## src/hdl/gbq_pkg.sv

```systemverilog
// Shared types and constants for the gamepad button qualifier.
// Holds the payload structs, register codes and reset values; no dependencies.
package gbq_pkg;

   localparam int NUM_PADS_DEF        = 4;
   localparam int REPEAT_DELAY_DEF    = 20;
   localparam int REPEAT_INTERVAL_DEF = 7;

   localparam int NUM_BUTTONS = 32;
   localparam int CNT_W       = 32;
   localparam int PAD_W       = 2;
   localparam int AXIS_W      = 16;
   localparam int TRIG_W      = 8;
   localparam int THR_W       = 15;
   localparam int BTN_W       = 16;
   localparam int CSR_AW      = 4;
   localparam int CSR_DW      = 32;

   localparam logic [THR_W-1:0]  STICK_X_THR_RST = 15'd300;
   localparam logic [THR_W-1:0]  STICK_Y_THR_RST = 15'd25000;
   localparam logic [TRIG_W-1:0] TRIGGER_THR_RST = 8'd130;

   // Register indexes, taken from paddr[3:2].
   localparam logic [1:0] REG_STICK_X = 2'd0;
   localparam logic [1:0] REG_STICK_Y = 2'd1;
   localparam logic [1:0] REG_TRIGGER = 2'd2;

   typedef struct packed {
      logic [PAD_W-1:0]         pad;
      logic                     connected;
      logic [BTN_W-1:0]         buttons;
      logic [TRIG_W-1:0]        left_trigger;
      logic [TRIG_W-1:0]        right_trigger;
      logic signed [AXIS_W-1:0] left_x;
      logic signed [AXIS_W-1:0] left_y;
      logic signed [AXIS_W-1:0] right_x;
      logic signed [AXIS_W-1:0] right_y;
   } req_type;

   typedef struct packed {
      logic [PAD_W-1:0]       pad_out;
      logic                   connected_out;
      logic [NUM_BUTTONS-1:0] held_mask;
      logic [NUM_BUTTONS-1:0] pressed_mask;
      logic [NUM_BUTTONS-1:0] released_mask;
      logic [NUM_BUTTONS-1:0] repeat_mask;
   } rsp_type;

   typedef struct packed {
      logic [THR_W-1:0]  x_thr;
      logic [THR_W-1:0]  y_thr;
      logic [TRIG_W-1:0] trig_thr;
   } thr_type;

   typedef struct packed {
      logic [NUM_BUTTONS-1:0] held;
      logic [NUM_BUTTONS-1:0] pressed;
      logic [NUM_BUTTONS-1:0] released;
      logic [NUM_BUTTONS-1:0] rpt;
   } masks_type;

endpackage

```

## src/hdl/gbq_csr.sv

```systemverilog
// Configuration registers of the button qualifier behind an APB-style port.
// Depends on gbq_pkg for register codes, widths and reset values.
module gbq_csr (
   input  logic                        clock,
   input  logic                        reset,
   input  logic                        psel,
   input  logic                        penable,
   input  logic                        pwrite,
   input  logic [gbq_pkg::CSR_AW-1:0]  paddr,
   input  logic [gbq_pkg::CSR_DW-1:0]  pwdata,
   output logic [gbq_pkg::CSR_DW-1:0]  prdata,
   output logic                        pready,
   output gbq_pkg::thr_type            thr
);
   import gbq_pkg::*;

   logic [THR_W-1:0]  x_thr_ff, x_thr_in;
   logic [THR_W-1:0]  y_thr_ff, y_thr_in;
   logic [TRIG_W-1:0] trig_thr_ff, trig_thr_in;
   logic              wr_en;
   logic [1:0]        reg_idx;

   assign pready  = 1'b1;
   assign wr_en   = psel & penable & pwrite & pready;
   assign reg_idx = paddr[3:2];

   always_comb begin
      x_thr_in    = x_thr_ff;
      y_thr_in    = y_thr_ff;
      trig_thr_in = trig_thr_ff;
      if (wr_en) begin
         unique case (reg_idx)
            REG_STICK_X: x_thr_in    = pwdata[THR_W-1:0];
            REG_STICK_Y: y_thr_in    = pwdata[THR_W-1:0];
            REG_TRIGGER: trig_thr_in = pwdata[TRIG_W-1:0];
            default: ;
         endcase
      end
   end

   always_comb begin
      unique case (reg_idx)
         REG_STICK_X: prdata = CSR_DW'(x_thr_ff);
         REG_STICK_Y: prdata = CSR_DW'(y_thr_ff);
         REG_TRIGGER: prdata = CSR_DW'(trig_thr_ff);
         default:     prdata = '0;
      endcase
   end

   always_ff @(posedge clock) begin
      if (reset) begin
         x_thr_ff    <= STICK_X_THR_RST;
         y_thr_ff    <= STICK_Y_THR_RST;
         trig_thr_ff <= TRIGGER_THR_RST;
      end else begin
         x_thr_ff    <= x_thr_in;
         y_thr_ff    <= y_thr_in;
         trig_thr_ff <= trig_thr_in;
      end
   end

   assign thr.x_thr    = x_thr_ff;
   assign thr.y_thr    = y_thr_ff;
   assign thr.trig_thr = trig_thr_ff;

endmodule

```

## config.mk

```make
export PLATFORM = sky130hd
export DESIGN_NAME = gbq_csr
export DESIGN_NICKNAME = d
export VERILOG_FILES = /design/src/hdl/gbq_pkg.sv /design/src/hdl/gbq_csr.sv
export SDC_FILE = /design/constraint.sdc
export NUM_CORES = 1
export LEC_CHECK = 0
export ABC_AREA = 1
export BUFFER_PORTS_ARGS = -buffer_cell sky130_fd_sc_hd__buf_2
export CORE_ASPECT_RATIO = 1.1
export CORE_UTILIZATION = 39
export CTS_CLUSTER_SIZE = 25
export DETAILED_ROUTE_END_ITERATION = 8
export PLACE_DENSITY = 0.84
export SYNTH_ARGS = -nofsm -noshare
export SYNTH_HDL_FRONTEND = slang
export SYNTH_SLANG_ARGS = --single-unit
```

## constraint.sdc

```tcl
create_clock -name clock -period 0.8 [get_ports clock]
set_input_delay 0.08 -clock clock [delete_from_list [all_inputs] [get_ports clock]]
set_output_delay 0.08 -clock clock [all_outputs]
set_load 0.01 [all_outputs]
```

Word level (Yosys, flattened, before mapping)
Index checks and enable logic that the tools add are counted.
{"block": "op_classes", "n_addsub": 0, "n_mul": 0, "n_bitwise": 2, "mux": 1, "reduce_logical": 4, "shifts": 0, "eq_ne": 2, "div": 0, "order_cmp": 0}
{"cell": "15-bit one-hot mux with 3 select lines", "count": 1}
{"cell": "2-bit AND reduction", "count": 3}
{"cell": "1-bit AND", "count": 2}
{"cell": "2-bit by 1-bit == test with 1-bit output, second input constant", "count": 1}
{"cell": "2-bit == test, second input constant", "count": 1}
{"cell": "2-bit zero test", "count": 1}
{"block": "totals", "input_bits": 41, "romBits": 0, "ram_bits": 0, "output_inout_bits": 71, "register_bits": 38, "mem_count": 0, "latchBits": 0}

Depth between registers and ports, before layout
{"block": "logic_depth", "word_depth": 3, "depth_mapped": 7, "depth_no_buf": 5}

Worst setup path after synthesis
OpenSTA, ideal clock, no wires.
{"block": "synth_path", "path_type": "in2reg", "from": "input port psel", "to": "register y_thr_ff[6]", "stages": 7, "required_ns": 0.687, "arrival_time_ns": 0.700, "setup_slack_ns": -0.013, "path_cell_list": "nand2_1 > nor2_1 > buf_2 > buf_4 > nand3_1 > nand2_1 > nor2_1"}
{"block": "synth_via", "elab_chain_len": 3}
{"item": "start, declared", "line": "gbq_csr.sv:6", "source": "input logic psel,"}
{"item": "1-bit AND (2 in a row)", "line": "gbq_csr.sv:24", "source": "assign wr_en = psel & penable & pwrite & pready;"}
{"item": "2-bit AND reduction (no line)"}
{"item": "end signal, assigned", "line": "gbq_csr.sv:57", "source": "y_thr_ff <= y_thr_in;"}
{"item": "end, declared", "line": "gbq_csr.sv:18", "source": "logic [THR_W-1:0] y_thr_ff, y_thr_in;"}
No other way between the ends.
A chain may end at the register's enable or synchronous reset.

Worst setup path in the final report
{"block": "layout_path", "from": "register x_thr_ff[11]", "to": "output port prdata[11] (netlist name)"}
{"block": "layout_via", "elab_chain_len": 1}
{"item": "start, declared", "line": "gbq_csr.sv:17", "source": "logic [THR_W-1:0] x_thr_ff, x_thr_in;"}
{"item": "start signal, assigned", "line": "gbq_csr.sv:56", "source": "x_thr_ff <= x_thr_in;"}
{"item": "15-bit one-hot mux with 3 select lines", "line": "gbq_csr.sv:42", "source": "unique case (reg_idx)"}
{"item": "end, declared", "line": "gbq_csr.sv:11", "source": "output logic [gbq_pkg::CSR_DW-1:0] prdata,"}
No other way between the ends.

==> impl_metrics.ini <==
[sta]
setup_viol_count_final = 53
timing.setup.tns_ns = -6.89
layout_setup_ws_ns = -0.257
grt_setup_unrepaired = yes
holdWs_ns = 0.0239
post-route-min-period_ns = 1.06
period_share = 1.32
slew_viol_final = 0
clock_skew_ns = 0
fmax_mhz = 946
finalHoldViolations = 0

[global_routing]
grt_pass1_wl_mm = 8.38
antenna_found_initial = 0
first_global_vias = 1871
overflow = 0
grt_max_degree = 39
grt_use_total = 0.201

[critical_path]
endpoint_kind = output port
critPathLaunchType = flop
rrSetupSlack_ns = 0
r2r-start = x_thr_ff[10]
reg2reg_to = x_thr_ff[10]
r2r_cells = 4
path_class = flop to output port
arrival_ns = 0.98
crit_required_ns = 0.72
path_max_fanout = 2

[clocking]
numClockSinks = 38
htreeDepth = 2
clock_latency_ns = 0.29
clkSlewWorstSetupHoldPaths_ns = 0.08
cts_root_buf = clkbuf_8
numCtsBuffers = 5
clockBufferDepth = 2
ctsHoldBuffers = 0
tritoncts = built

[cells_and_area]
layout-drive-gt1-share = 0.479
insertedDiodeCount = 0
num-nets-final = 443
synthToLayoutAreaGrowth_pct = 65.8
layout.cells.non_filler = 459

[min_path]
min_to = y_thr_ff[14]
min-delay-start = pwdata[14]
whs_path_depth = 3
worstHoldPathType = input port to flop

[synthesis]
ys_ff_latch = 38
synth_warnings = 0
syn_area_mm2 = 0.00193
syn_inst = 284
synth_cell_types = 15
yosysSeqAreaShare = 0.394
avgSynthCellArea_um2 = 6.79

[routing]
drc = 0
wl_mm = 5.83
via_per_inst = 4.76
routedWlPerCell_um = 12.7
first_pass_iters = 4
ant_nets = 0
dr_total_vias = 2184
drt_iter0_markers = 155

[floorplan]
die_w_um = 69.1
die_h_um = 75.8
die-area_mm2 = 0.00523
ios = 112
core_area_mm2 = 0.00468
start_util = 0.412
rows = 26

[place]
place_worst_setup_slack_ns = -0.263
portBuffers = 74
dp_cells = 414
place_hpwl_mm = 3.49
gp_congestion = 0.776

[flow_run]
maxCapViolations = 0

[status]
failed_checks = setup timing
status = finished, violations left

[pwr]
p_total_mw = 4.10
powerDensity_mw_per_mm2 = 1280
power.leakage_nw = 1.63
vdd_drop_max_mv = 0.990
## worst max-delay path: stages, from the launching register on
cell	delay (ns)
dfxtp_2	0.33
a22o_1	0.21
buf_2	0.14
## layout by cell type (no fill, tap or decap), drive strengths merged
master,n
buf,127
nand2,81
nor2,59
nand3,47
dfxtp,38
conb,18
inv,18
a22o,7
clkbuf,7
clkinv,1
## registers in the layout (all words and copies together) (netlist names)
name         cells
x_thr_ff        15
y_thr_ff        15
trig_thr_ff      8
## repair_timing
action / CTS / global route
endpoints found under the setup margin: 53 / 85
buffers inserted: 15 / 22
pin swaps: 28 / 25
resized for setup: 89 / 34
cloned: 0 / 1
## cell families after synthesis
family                 Yosys count  share of synthesized area
flip-flops                      38                      0.394
AND/OR/NAND/NOR                187                      0.414
other                            2                    0.00389
buffers and inverters           50                      0.156
AO/OA/AOI/OAI                    7                     0.0318
## how the worst max path moves through the flow
stage / start / to / slack [ns]
after global placement: pwrite / trig_thr_ff[7] / -0.23
after floorplan: paddr[3] / x_thr_ff[12] / 0.01
after detailed placement: pwrite / trig_thr_ff[5] / -0.26
after CTS: y_thr_ff[11] / prdata[11] / -0.24
after global routing: x_thr_ff[11] / prdata[11] / -0.28
final: x_thr_ff[11] / prdata[11] / -0.26
## report_power, final
group	leakage, nW	internal [mW]	switching [mW]
combinational	1.27	0.361	0.401
clock	0.0482	0.695	0.671
sequential	0.315	1.94	0.0385
total	1.63	2.99	1.11
## through the flow
step                utilization  area [um^2]
finish                    0.683         3200
global route              0.683         3200
CTS                       0.617         2890
detailed placement        0.503         2360
global placement          0.503         2360
floorplan                     -         1990
## synth_stat cells (all sizes together)
cell	count	area, um^2
a22o	7	61.3
nor2	59	256
inv	18	67.6
dfxtp	38	761
nand3	47	235
buf	29	223
nand2	81	307
clkbuf	3	11.3
conb	2	7.51
## per-layer routing
metal  wire length, um  GRT usage
met2              3080      0.357
met4                44     0.0680
met1              2370      0.244
met5                 0          0
met3               332     0.0476
## final cells by class
class / instances / area, um^2
Timing Repair Buffer: 127 / 1190
Clock inverter: 1 / 5.00
Sequential cell: 38 / 811
Inverter: 18 / 67.6
Tap cell: 56 / 70.1
Fill cell: 372 / 1490
Clock buffer: 7 / 86.3
Multi-Input combinational cell: 212 / 972
Power figures use the tool's default switching activity.
