==> src/hdl/gbq_pkg.sv <==
// Shared types and constants for the gamepad button qualifier.
// Holds the payload structs, register codes and reset values; no dependencies.
package gbq_pkg;

   localparam int NUM_PADS_DEF        = 4;
   localparam int REPEAT_DELAY_DEF    = 20;
   localparam int REPEAT_INTERVAL_DEF = 7;

   localparam int NUM_BUTTONS = 32;
   localparam int CNT_W       = 32;
   localparam int PAD_W       = 2;
   localparam int AXIS_W      = 16;
   localparam int TRIG_W      = 8;
   localparam int THR_W       = 15;
   localparam int BTN_W       = 16;
   localparam int CSR_AW      = 4;
   localparam int CSR_DW      = 32;

   localparam logic [THR_W-1:0]  STICK_X_THR_RST = 15'd300;
   localparam logic [THR_W-1:0]  STICK_Y_THR_RST = 15'd25000;
   localparam logic [TRIG_W-1:0] TRIGGER_THR_RST = 8'd130;

   // Register indexes, taken from paddr[3:2].
   localparam logic [1:0] REG_STICK_X = 2'd0;
   localparam logic [1:0] REG_STICK_Y = 2'd1;
   localparam logic [1:0] REG_TRIGGER = 2'd2;

   typedef struct packed {
      logic [PAD_W-1:0]         pad;
      logic                     connected;
      logic [BTN_W-1:0]         buttons;
      logic [TRIG_W-1:0]        left_trigger;
      logic [TRIG_W-1:0]        right_trigger;
      logic signed [AXIS_W-1:0] left_x;
      logic signed [AXIS_W-1:0] left_y;
      logic signed [AXIS_W-1:0] right_x;
      logic signed [AXIS_W-1:0] right_y;
   } req_type;

   typedef struct packed {
      logic [PAD_W-1:0]       pad_out;
      logic                   connected_out;
      logic [NUM_BUTTONS-1:0] held_mask;
      logic [NUM_BUTTONS-1:0] pressed_mask;
      logic [NUM_BUTTONS-1:0] released_mask;
      logic [NUM_BUTTONS-1:0] repeat_mask;
   } rsp_type;

   typedef struct packed {
      logic [THR_W-1:0]  x_thr;
      logic [THR_W-1:0]  y_thr;
      logic [TRIG_W-1:0] trig_thr;
   } thr_type;

   typedef struct packed {
      logic [NUM_BUTTONS-1:0] held;
      logic [NUM_BUTTONS-1:0] pressed;
      logic [NUM_BUTTONS-1:0] released;
      logic [NUM_BUTTONS-1:0] rpt;
   } masks_type;

endpackage

==> src/hdl/gbq_mapper.sv <==
// Maps one poll's buttons, triggers and stick axes onto the 32-bit held mask.
// Purely combinational; depends on gbq_pkg for the payload and threshold types.
module gbq_mapper (
   input  gbq_pkg::req_type                    req,
   input  gbq_pkg::thr_type                    thr,
   output logic [gbq_pkg::NUM_BUTTONS-1:0]     held
);
   import gbq_pkg::*;

   // Returns up, down, left, right in bits 0 to 3.
   function automatic logic [3:0] stick_bits(input logic signed [AXIS_W-1:0] x,
                                             input logic signed [AXIS_W-1:0] y,
                                             input logic [THR_W-1:0]         xt,
                                             input logic [THR_W-1:0]         yt);
      logic signed [AXIS_W:0] xs, ys, xp, yp, xn, yn;
      logic [3:0]             m;
      xs = {x[AXIS_W-1], x};
      ys = {y[AXIS_W-1], y};
      xp = signed'({2'b00, xt});
      yp = signed'({2'b00, yt});
      xn = -xp;
      yn = -yp;
      m[0] = (ys >= yp);
      m[1] = (ys <= yn);
      m[2] = (xs <= xn);
      m[3] = (xs >= xp);
      return m;
   endfunction

   always_comb begin
      held        = '0;
      held[9:0]   = req.buttons[9:0];
      held[13:10] = req.buttons[15:12];
      held[14]    = (req.left_trigger  >= thr.trig_thr);
      held[15]    = (req.right_trigger >= thr.trig_thr);
      held[27:24] = stick_bits(req.left_x,  req.left_y,  thr.x_thr, thr.y_thr);
      held[31:28] = stick_bits(req.right_x, req.right_y, thr.x_thr, thr.y_thr);
   end

endmodule

==> config.mk <==
export PLATFORM = sky130hd
export DESIGN_NAME = gbq_mapper
export DESIGN_NICKNAME = d
export VERILOG_FILES = /design/src/hdl/gbq_pkg.sv /design/src/hdl/gbq_mapper.sv
export SDC_FILE = /design/constraint.sdc
export NUM_CORES = 1
export LEC_CHECK = 0
export ABC_AREA = 1
export BUFFER_PORTS_ARGS = -buffer_cell sky130_fd_sc_hd__buf_2
export CAP_MARGIN = 20
export CORE_MARGIN = 2
export CORE_UTILIZATION = 25
export DETAILED_ROUTE_END_ITERATION = 8
export PLACE_DENSITY = 0.5
export SYNTH_ARGS = -nofsm -noshare
export SYNTH_HDL_FRONTEND = slang
export SYNTH_SLANG_ARGS = --single-unit
==> constraint.sdc <==
create_clock -name vclk -period 4.9
set_clock_uncertainty 0.1 [all_clocks]
set_input_delay 0.245 -clock vclk [all_inputs]
set_output_delay 0.245 -clock vclk [all_outputs]
set_load 0.02 [all_outputs]
Word-level counts from Yosys, hierarchy flattened --
Cells that the tools add are included.
Word-level totals: output and inout bits 32, flip-flop bits (word level) 0, memories kept 0, input port bits 137, bits in latches 0, bits in read-only memories 0, logic and storage cells 12, bits in writable memories 0
Cells by class: magnitude comparators 10, equality and inequality tests 0, muxes and demuxes 0, reduce and logical (&&, ||, !) cells 0, bitwise operators 0, multipliers 0, add/subtract/negate cells 2, shifts and indexed selects 0, div/mod/pow operators 0
Operators by type and width (count):
- 16-bit by 17-bit <= comparator with 1-bit output | 4
- 16-bit >= comparator | 4
- 15-bit negator with 17-bit output | 2
- 8-bit >= comparator | 2

Longest topological paths before layout --
Gate-level depths: netlist (run 1).
word-level depth 2, depth in mapped cells 19, gate-level depth less buffers 19

Worst setup path before layout (run 1) --
No wires, ideal clock.
kind input to output, start point in thr[24] (netlist bit), end point out held[26] (netlist bit), buffers on the path 0, arrival 2.382 ns, stages on the path 17, required time 4.555 ns, slack 2.173 ns, path through inv_1 ha_1 nand2_2 nor3_1 nand4_1 nor2_1 nand2_1 xor2_1 ha_1 nand2_1 nor2_1 nand4_1 nor4_1 nand4_1 nand2_1 nand2_1 nand2_1
Between the ends: cells in the longest elaborated chain, start to end 2
Ends and longest elaborated chain:
- start, declared | RTL line gbq_mapper.sv:5 | input gbq_pkg::thr_type thr,
- 15-bit negator with 17-bit output | RTL line gbq_mapper.sv:21 | xn = -xp;
- 16-bit by 17-bit <= comparator with 1-bit output | RTL line gbq_mapper.sv:25 | m[2] = (xs <= xn);
- end, declared | RTL line gbq_mapper.sv:6 | output logic [gbq_pkg::NUM_BUTTONS-1:0] held
No other way between the ends.

Worst setup path after layout (run 1) --
Same ends and word-level chain as after synthesis.

==> reports/qor_table.md, run 1 <==
| Item | This run |
|:---|:---|
| Worst Path Class, Setup | in2out |
| Sequential-to-total area share from yosys stat | 0% |
| Power density over cell area | 80.7 nW/um^2 |
| Number of cells traversed by the worst hold path | 0 |
| Crit. End Element | output port |
| Maximum fanout encountered on the critical timing path | 3 |
| Endpoint arrival time on the critical path | 3160 ps |
| Antenna viol nets, final | 0 |
| Boundary pin count | 169 |
| Critical path startpoint category | input pin |
| Status | completed |
| First-pass GRT wire length | 20100 um |
| Area occupied by multi-input gates | 3910 um^2 |
| Critical path, cell by cell | buf_2, inv_1, ha_1, nand2_2, nor3_1, nand4_1, nor2_1, nand2_1, xor2_1, ha_1, nand2_1, nor2_1, nand4_1, nor4_1, nand4_1, nand2_1, nand2_1, nand2_1, buf_2 |
| Final setup vio count | 0 |
| Total DRC errors in the routed layout | 0 |
| Synth top cells by count | ha_1, nand2_1, inv_1, a21oi_1, nor2_1 |
| Static leakage power | 2.87 nW |
| Vias after detailed routing | 4522 |
| Core Util, Final | 30.0% |
| Final Cell Area | 5170 um^2 |
| Final period demand of the worst path | 3510 ps |
| Final Cycle Share | 71.6% |
| Biggest area contributors in the synthesized netlist | ha_1, nand2_1, inv_1 |
| Launching element of the worst setup path | thr[24] |
| Vertical die dimension | 136 um |
| Highest ir drop seen on vdd | 35.8 uV |
| Die Footprint | 18600 um^2 |
| Largest net degree at the start of global routing | 7 |
| Cell Count Post-Placement | 1004 |
| Seq cells | 0 |
| Hold Path Class | in2out |
| Ratio of cells with drive above 1 in the final layout | 23.0% |
| Hold buffer count at CTS | 0 |
| Clock buffer count | 0 |
| Placement-stage cell area | 5170 um^2 |
| Final-stage net count | 1052 |
| Cell Count, Final, Fillers Out | 1004 |
| Post CTS Setup Buffer Count | 0 |
| Layout-stage area growth over the synthesis result | 17.9% |
| FF+latch area | 0 um^2 |
| Number of input and output port buffers inserted | 128 |
| GRT Total Usage | 13.1% |
| Most numerous cell on the critical path | nand2_1 |
| Final WL | 12300 um |
| Core Area | 17200 um^2 |
| Effective utilization at floorplan | 25.4% |
| Site row count | 48 |
| Pre-antenna DRT Iters | 4 |
| Diodes inserted | 0 |
| Detailed-placement wirelength estimate | 11600 um |
| Number of global-route vias before repair | 4336 |
| Total number of yosys warnings | 0 |
| Source of the worst hold timing path | req[85] |
| Per-cell routed wire length | 12.3 um |
| Fmax | 285 MHz |
| Data required time of the critical path | 4550 ps |
| Cts repair resizes | 0 |
| CP max stage cell | nor3_1 |
| Remaining Overflow, GRT | 0 |
| Most repeated cell in the gate-level netlist after synthesis | ha_1 |
| Area of the mapped netlist | 4390 um^2 |
| Number of antenna violations at the first check in global routing | 0 |
| Delay of the slowest cell on the worst path | 310 ps |
| Average cell area after synthesis | 6.58 um^2 |
| Final Hold Fails | 0 |
| Synth area leader | ha_1 |
| Max-capacitance violation count | 0 |
| Synth unique cells | 31 |
| Number of pins with negative max-slew slack in the final report | 0 |
| Synth Instances | 666 |
| Setup TNS Final | 0 ps |
| Synth top area share | 38.2% |
| Routability cong. | 0.871 |
| Number of vias per cell after detailed routing | 4.50 |
| Floorplan die width | 136 um |
| Unrepaired setup endpoints after global routing | false |
| Initial DRC count | 121 |
| Number of fill cells | 1905 |
==> through the flow <==
step	hold WS, ps	power (mW)	worst slack (ps)
floorplan	503	0.289	2170
global placement	390	0.418	1400
detailed placement	390	0.419	1360
CTS	390	0.421	1350
global route	390	0.483	1090
finish	390	0.417	1390
==> cells in the final DEF, fill, tap and decap left out, types with 5 or more instances in the layout <==
master   instances
a21oi_1         61
nand4_1         19
ha_1           134
nand3_2         13
nand2_2         11
nor3_1          17
nor2_1          52
xor2_1          20
buf_2          128
inv_1           87
a21oi_2          5
nand2_1        131
nor2_2           9
conb_1           8
o21a_1           7
nand3_1         20
o21ai_0         22
==> area by class of cell <==
| type | instances | share of cell area (%) |
|---|---|---|
| Tap cell | 225 | 5.45 |
| Timing Repair Buffer | 128 | 12.4 |
| Multi-Input combinational cell | 560 | 75.6 |
| Inverter | 91 | 6.61 |
==> cell families after synthesis <==
logic type	share of synthesized area, %
AND/OR/NAND/NOR	31.2
adder cells (fa/ha/maj)	38.2
buffers and inverters	11.6
AO/OA/AOI/OAI	14.9
XOR/XNOR	3.99
other	0.0855
==> final timing paths <==
kind,endpoint
min,held[5]
max,held[26]
==> where the power goes <==
group | leakage, nW | total (mW) | internal [mW] | switching, mW
logic | 2.87 | 0.417 | 0.167 | 0.250
registers | 0 | 0 | 0 | 0
clock network | 0 | 0 | 0 | 0
==> layer usage <==
layer  global-route usage [%]  share of wire, %
met1                     18.2                49
met4                    0.984              0.74
met5                        0                 0
met3                    0.485               4.7
met2                     23.5                45
==> critical path: cells and delay by family <==
kind | cells | cell delay, ps
adder cells (fa/ha/maj) | 2 | 530
buffers and inverters | 3 | 410
XOR/XNOR | 1 | 180
AND/OR/NAND/NOR | 13 | 1790
No activity file was read; power rests on OpenSTA's default activity.
==> run 2: changes to the inputs <==
PLACE_DENSITY = 0.52   (was 0.5)
clock period = 2.9 ns   (was 4.9 ns; I/O delays follow)
==> run 2 against run 1 <==
  * Flip-flop and latch count unchanged
  * Worst setup slack got worse by 1300 ps
  * Largest power group unchanged
  * Final area grew 8.5%
  * Clock-buffer cell count stayed put
  * Total power grew 85%
==> reports/qor_table.md, run 2 (synthesis gave the netlist of run 1 again) <==
| Item | This run | Delta |
|:---|:---|:---|
| Detailed-placement wirelength estimate | 11700 um | +1.3% |
| Routability cong. | 0.849 | -2.5% |
| Core Area | 17200 um^2 | unchanged |
| Clock buffer count | 0 | unchanged |
| Worst Path Class, Setup | in2out |  |
| Diodes inserted | 0 | unchanged |
| Final Cycle Share | 95.7% |  |
| Initial DRC count | 107 | -12% |
| Area occupied by multi-input gates | 4140 um^2 | +6.0% |
| Final WL | 12800 um | +3.6% |
| Smallest setup slack after layout | 125 ps | -1270 ps |
| Unrepaired setup endpoints after global routing | true |  |
| Max-capacitance violation count | 0 | unchanged |
| Final-stage net count | 1074 | +2.1% |
| Seq cells | 0 | unchanged |
| Ratio of cells with drive above 1 in the final layout | 30.2% | +7.2 points |
| Vias after detailed routing | 4612 | +2.0% |
| Hold Path Class | in2out |  |
| GRT Total Usage | 13.2% | +0.078 points |
| Effective utilization at floorplan | 25.4% | unchanged |
| Endpoint arrival time on the critical path | 2530 ps | -630 ps |
| Die Footprint | 18600 um^2 | unchanged |
| Power density over cell area | 137 nW/um^2 | +70% |
| Fmax | 360 MHz |  |
| Remaining Overflow, GRT | 0 | unchanged |
| Final period demand of the worst path | 2770 ps |  |
| FF+latch area | 0 um^2 | unchanged |
| Power after layout | 770 uW | +85% |
| Number of input and output port buffers inserted | 128 | unchanged |
| Antenna viol nets, final | 0 | unchanged |
| Final Hold Fails | 0 | unchanged |
| Floorplan die width | 136 um | unchanged |
| Hold buffer count at CTS | 0 | unchanged |
| Number of fill cells | 1864 | -2.2% |
| Highest ir drop seen on vdd | 58.0 uV | +62% |
| Layout-stage area growth over the synthesis result | 27.9% |  |
| Status | completed |  |
| Vertical die dimension | 136 um | unchanged |
| Crit. End Element | output port |  |
| Number of vias per cell after detailed routing | 4.50 | -0.20% |
| First-pass GRT wire length | 20200 um | +0.31% |
| Commonest cells after routing, fill and taps aside | ha_1, nand2_1, buf_2 |  |
| Final setup vio count | 0 | unchanged |
| Number of pins with negative max-slew slack in the final report | 0 | unchanged |
| Per-cell routed wire length | 12.4 um | +1.4% |
| Number of antenna violations at the first check in global routing | 0 | unchanged |
| Most common cell after layout, fill and taps aside | ha_1 |  |
| Setup WS pre-CTS | -129 ps | -1490 ps |
| Static leakage power | 3.03 nW | +5.6% |
| Maximum fanout encountered on the critical timing path | 3 | unchanged |
| Critical path startpoint category | input pin |  |
| Pre-antenna DRT Iters | 5 | +1 |
| Total DRC errors in the routed layout | 0 | unchanged |
| Site row count | 48 | unchanged |
| Largest net degree at the start of global routing | 6 | -1 |
| Number of global-route vias before repair | 4366 | +0.69% |
| Boundary pin count | 169 | unchanged |
| Core Util, Final | 32.5% | +2.6 points |
| Data required time of the critical path | 2650 ps | -1900 ps |
run 2: changes by cell type in the layout (fill, tap and decap cells not counted), sizes merged:
cell / delta
buf: +22
run 2: worst max-delay path: stages:
cell and delay (ps):
buf_8 100, nor2_4 140, nand2_4 70, nor3_4 200, nand4_1 170, nor2_1 160
nand2_2 90, xor2_2 170, ha_1 320, nand2_2 80, nor2_2 80, nand4_1 90
nor4_2 240, nand4_1 130, nand2_1 90, nand2_1 60, nand2_2 70, buf_6 120
run 2: final cells by class:
cell class / count / share of cell area, %
multi-input cells: 560 / 73.8
repair buffers: 150 / 15.1
inverters: 91 / 6.09
well taps: 225 / 5.02
run 2: routing by layer:
metal	up-vias	share of wire, %	wire (um)	track usage, %
met5	-	0	0	0
met4	0	0	0	0.174
met3	0	4.7	598	0.522
met2	94	46	5870	23.5
met1	1997	49	6310	18.7
li1	2521	-	-	-
run 2: path summary, 6_finish.rpt:
check               start       end  depth (start not counted)
setup / recovery  thr[27]  held[30]                         18
hold / removal    req[83]   held[3]                          0
run 2: metrics by stage:
stage,TNS (ps),cells,area (um^2),hold slack (ps)
floorplan,0,673,4410,303
global placement,-76.0,1021,5300,190
detailed placement,-150,1021,5300,190
CTS,-18.2,1021,5310,190
global route,-172,1026,5610,190
finish,0,1026,5610,190
run 2: power by group:
group / switching (mW) / internal [mW] / leakage, nW
Combinational: 0.453 / 0.317 / 3.03
Clock: 0 / 0 / 0
Sequential: 0 / 0 / 0
run 2: timing repair:
item | CTS | global route
setup buffers | 0 | 5
endpoints found under the setup margin | 4 | 4
resized for setup | 3 | 65
pin swaps | 0 | 30
==> run 3: changes to the inputs <==
PLACE_DENSITY = 0.54   (was 0.52)
==> run 3 against run 2 <==
  * Final cell count unchanged
  * Die area unchanged
  * Non-clock buffer count unchanged
  * Critical path depth unchanged
  * Critical path type unchanged
  * Largest cell class unchanged
==> reports/qor_table.md, run 3 (synthesis gave the netlist of run 1 again) <==
| Item | This run | Delta |
|:---|:---|:---|
| Status | completed |  |
| Static leakage power | 3.04 nW | +0.43% |
| Clock buffer count | 0 | unchanged |
| Per-cell routed wire length | 12.2 um | -1.8% |
| Data required time of the critical path | 2650 ps | about the same |
| Worst Path Class, Setup | in2out |  |
| Remaining Overflow, GRT | 0 | unchanged |
| Power density over cell area | 136 nW/um^2 | -0.68% |
| Delay of the slowest cell on the worst path | 320 ps | about the same |
| Final Cycle Share | 93.4% | -2.2 points |
| Vertical die dimension | 136 um | unchanged |
| Antenna viol nets, final | 0 | unchanged |
| Die Footprint | 18600 um^2 | unchanged |
| Core Area | 17200 um^2 | unchanged |
| Setup TNS Final | 0 ps | unchanged |
| Diodes inserted | 0 | unchanged |
| Crit. End Element | output port |  |
| Final-stage net count | 1074 | unchanged |
| Boundary pin count | 169 | unchanged |
| Critical path depth | 18 | unchanged |
| Number of cells traversed by the worst hold path | 0 | unchanged |
| Seq cells | 0 | unchanged |
| Vias after detailed routing | 4601 | -0.24% |
| Endpoint arrival time on the critical path | 2460 ps | -70 ps |
| Cell Count Post-Placement | 1018 | -0.29% |
| Smallest setup slack after layout | 190 ps | +65.0 ps |
| Number of global-route vias before repair | 4248 | -2.7% |
| Area occupied by multi-input gates | 4090 um^2 | -1.3% |
| Worst path bufs/invs | 2 | unchanged |
| Detailed-placement wirelength estimate | 11600 um | -0.58% |
| Category of cells accounting for the largest share of critical-path delay | simple AND/OR/NAND/NOR gates |  |
| Site row count | 48 | unchanged |
| Total DRC errors in the routed layout | 0 | unchanged |
| Final period demand of the worst path | 2710 ps | -65.0 ps |
| Fmax | 369 MHz | +2.4% |
| Number of pins with negative max-slew slack in the final report | 0 | unchanged |
| First-pass GRT wire length | 20000 um | -1.2% |
| Cell Count, Final, Fillers Out | 1026 | unchanged |
| Largest net degree at the start of global routing | 6 | unchanged |
| Commonest cells after routing, fill and taps aside | ha_1, nand2_1, buf_2 |  |
| Final setup vio count | 0 | unchanged |
| Layout-stage area growth over the synthesis result | 26.8% |  |
| Final WL | 12500 um | -1.8% |
| Most common cell after layout, fill and taps aside | ha_1 |  |
| Setup WS pre-CTS | -102 ps | +27.3 ps |
| Number of input and output port buffers inserted | 128 | unchanged |
| Critical path startpoint category | input pin |  |
| Most numerous cell on the critical path | nand2_1 |  |
| Hold Path Class | in2out |  |
| Ratio of cells with drive above 1 in the final layout | 29.0% | -1.2 points |
| Effective utilization at floorplan | 25.4% | unchanged |
| FF+latch area | 0 um^2 | unchanged |
| GRT Total Usage | 13.1% | -0.15 points |
| Initial DRC count | 139 | +30% |
| CP max stage cell | ha_1 |  |
| Number of fill cells | 1883 | +1.0% |
| Hold buffer count at CTS | 0 | unchanged |
| Max-capacitance violation count | 0 | unchanged |
| Floorplan die width | 136 um | unchanged |
| Number of vias per cell after detailed routing | 4.48 | -0.24% |
| Routability cong. | 0.869 | +2.3% |
| Pre-antenna DRT Iters | 4 | -1 |
| Final Hold Fails | 0 | unchanged |
| Maximum fanout encountered on the critical timing path | 3 | unchanged |
| Critical path, cell by cell | buf_8, nor2_4, nand2_4, nor3_4, nand4_1, nor2_1, nand2_1, xor2_2, ha_1, nand2_2, nor2_1, nand4_1, nor4_1, nand4_1, nand2_1, nand2_1, nand2_1, buf_6 |  |
| Highest ir drop seen on vdd | 55.4 uV | -4.5% |
| Unrepaired setup endpoints after global routing | true |  |
| Number of antenna violations at the first check in global routing | 0 | unchanged |
[run 3: final timing paths]
path	slack [ps]	start	endpoint
min	190	req[89]	held[9]
max	190	thr[27]	held[30]
[run 3: power by group]
part           switching [mW]  total [mW]  leakage, nW  internal [mW]
logic                   0.445       0.758         3.04          0.313
clock network               0           0            0              0
registers                   0           0            0              0
[run 3: layout make-up]
class                      instances  area share [%]
inverter                          91            6.14
tap                              225            5.06
multi-input combinational        560            73.5
timing repair buffer             150            15.3
[run 3: repair_timing]
item	4_1_cts	5_1_grt
buffers inserted	0	8
gates resized for setup	4	53
endpoints found under the setup margin	3	4
gates cloned	0	0
pin swaps	1	28
[run 3: through the flow]
stage | cell area (um^2) | hold WS, ps | power [mW] | utilization, %
2_1_floorplan | 4410 | 303 | 0.488 | -
3_3_place_gp | 5270 | 190 | 0.722 | 30.6
3_5_place_dp | 5270 | 190 | 0.724 | 30.6
4_1_cts | 5290 | 190 | 0.729 | 30.7
5_1_grt | 5560 | 190 | 0.873 | 32.3
6_report | 5560 | 190 | 0.758 | 32.3
[run 3: routing by layer]
layer  wire length (um)  GRT usage [%]  vias to the layer above
met5                  0              0                        -
met4                110          0.926                        0
met3                536          0.485                        8
met2               5650           23.2                       99
met1               6250           18.2                     1970
li1                   -              -                     2524
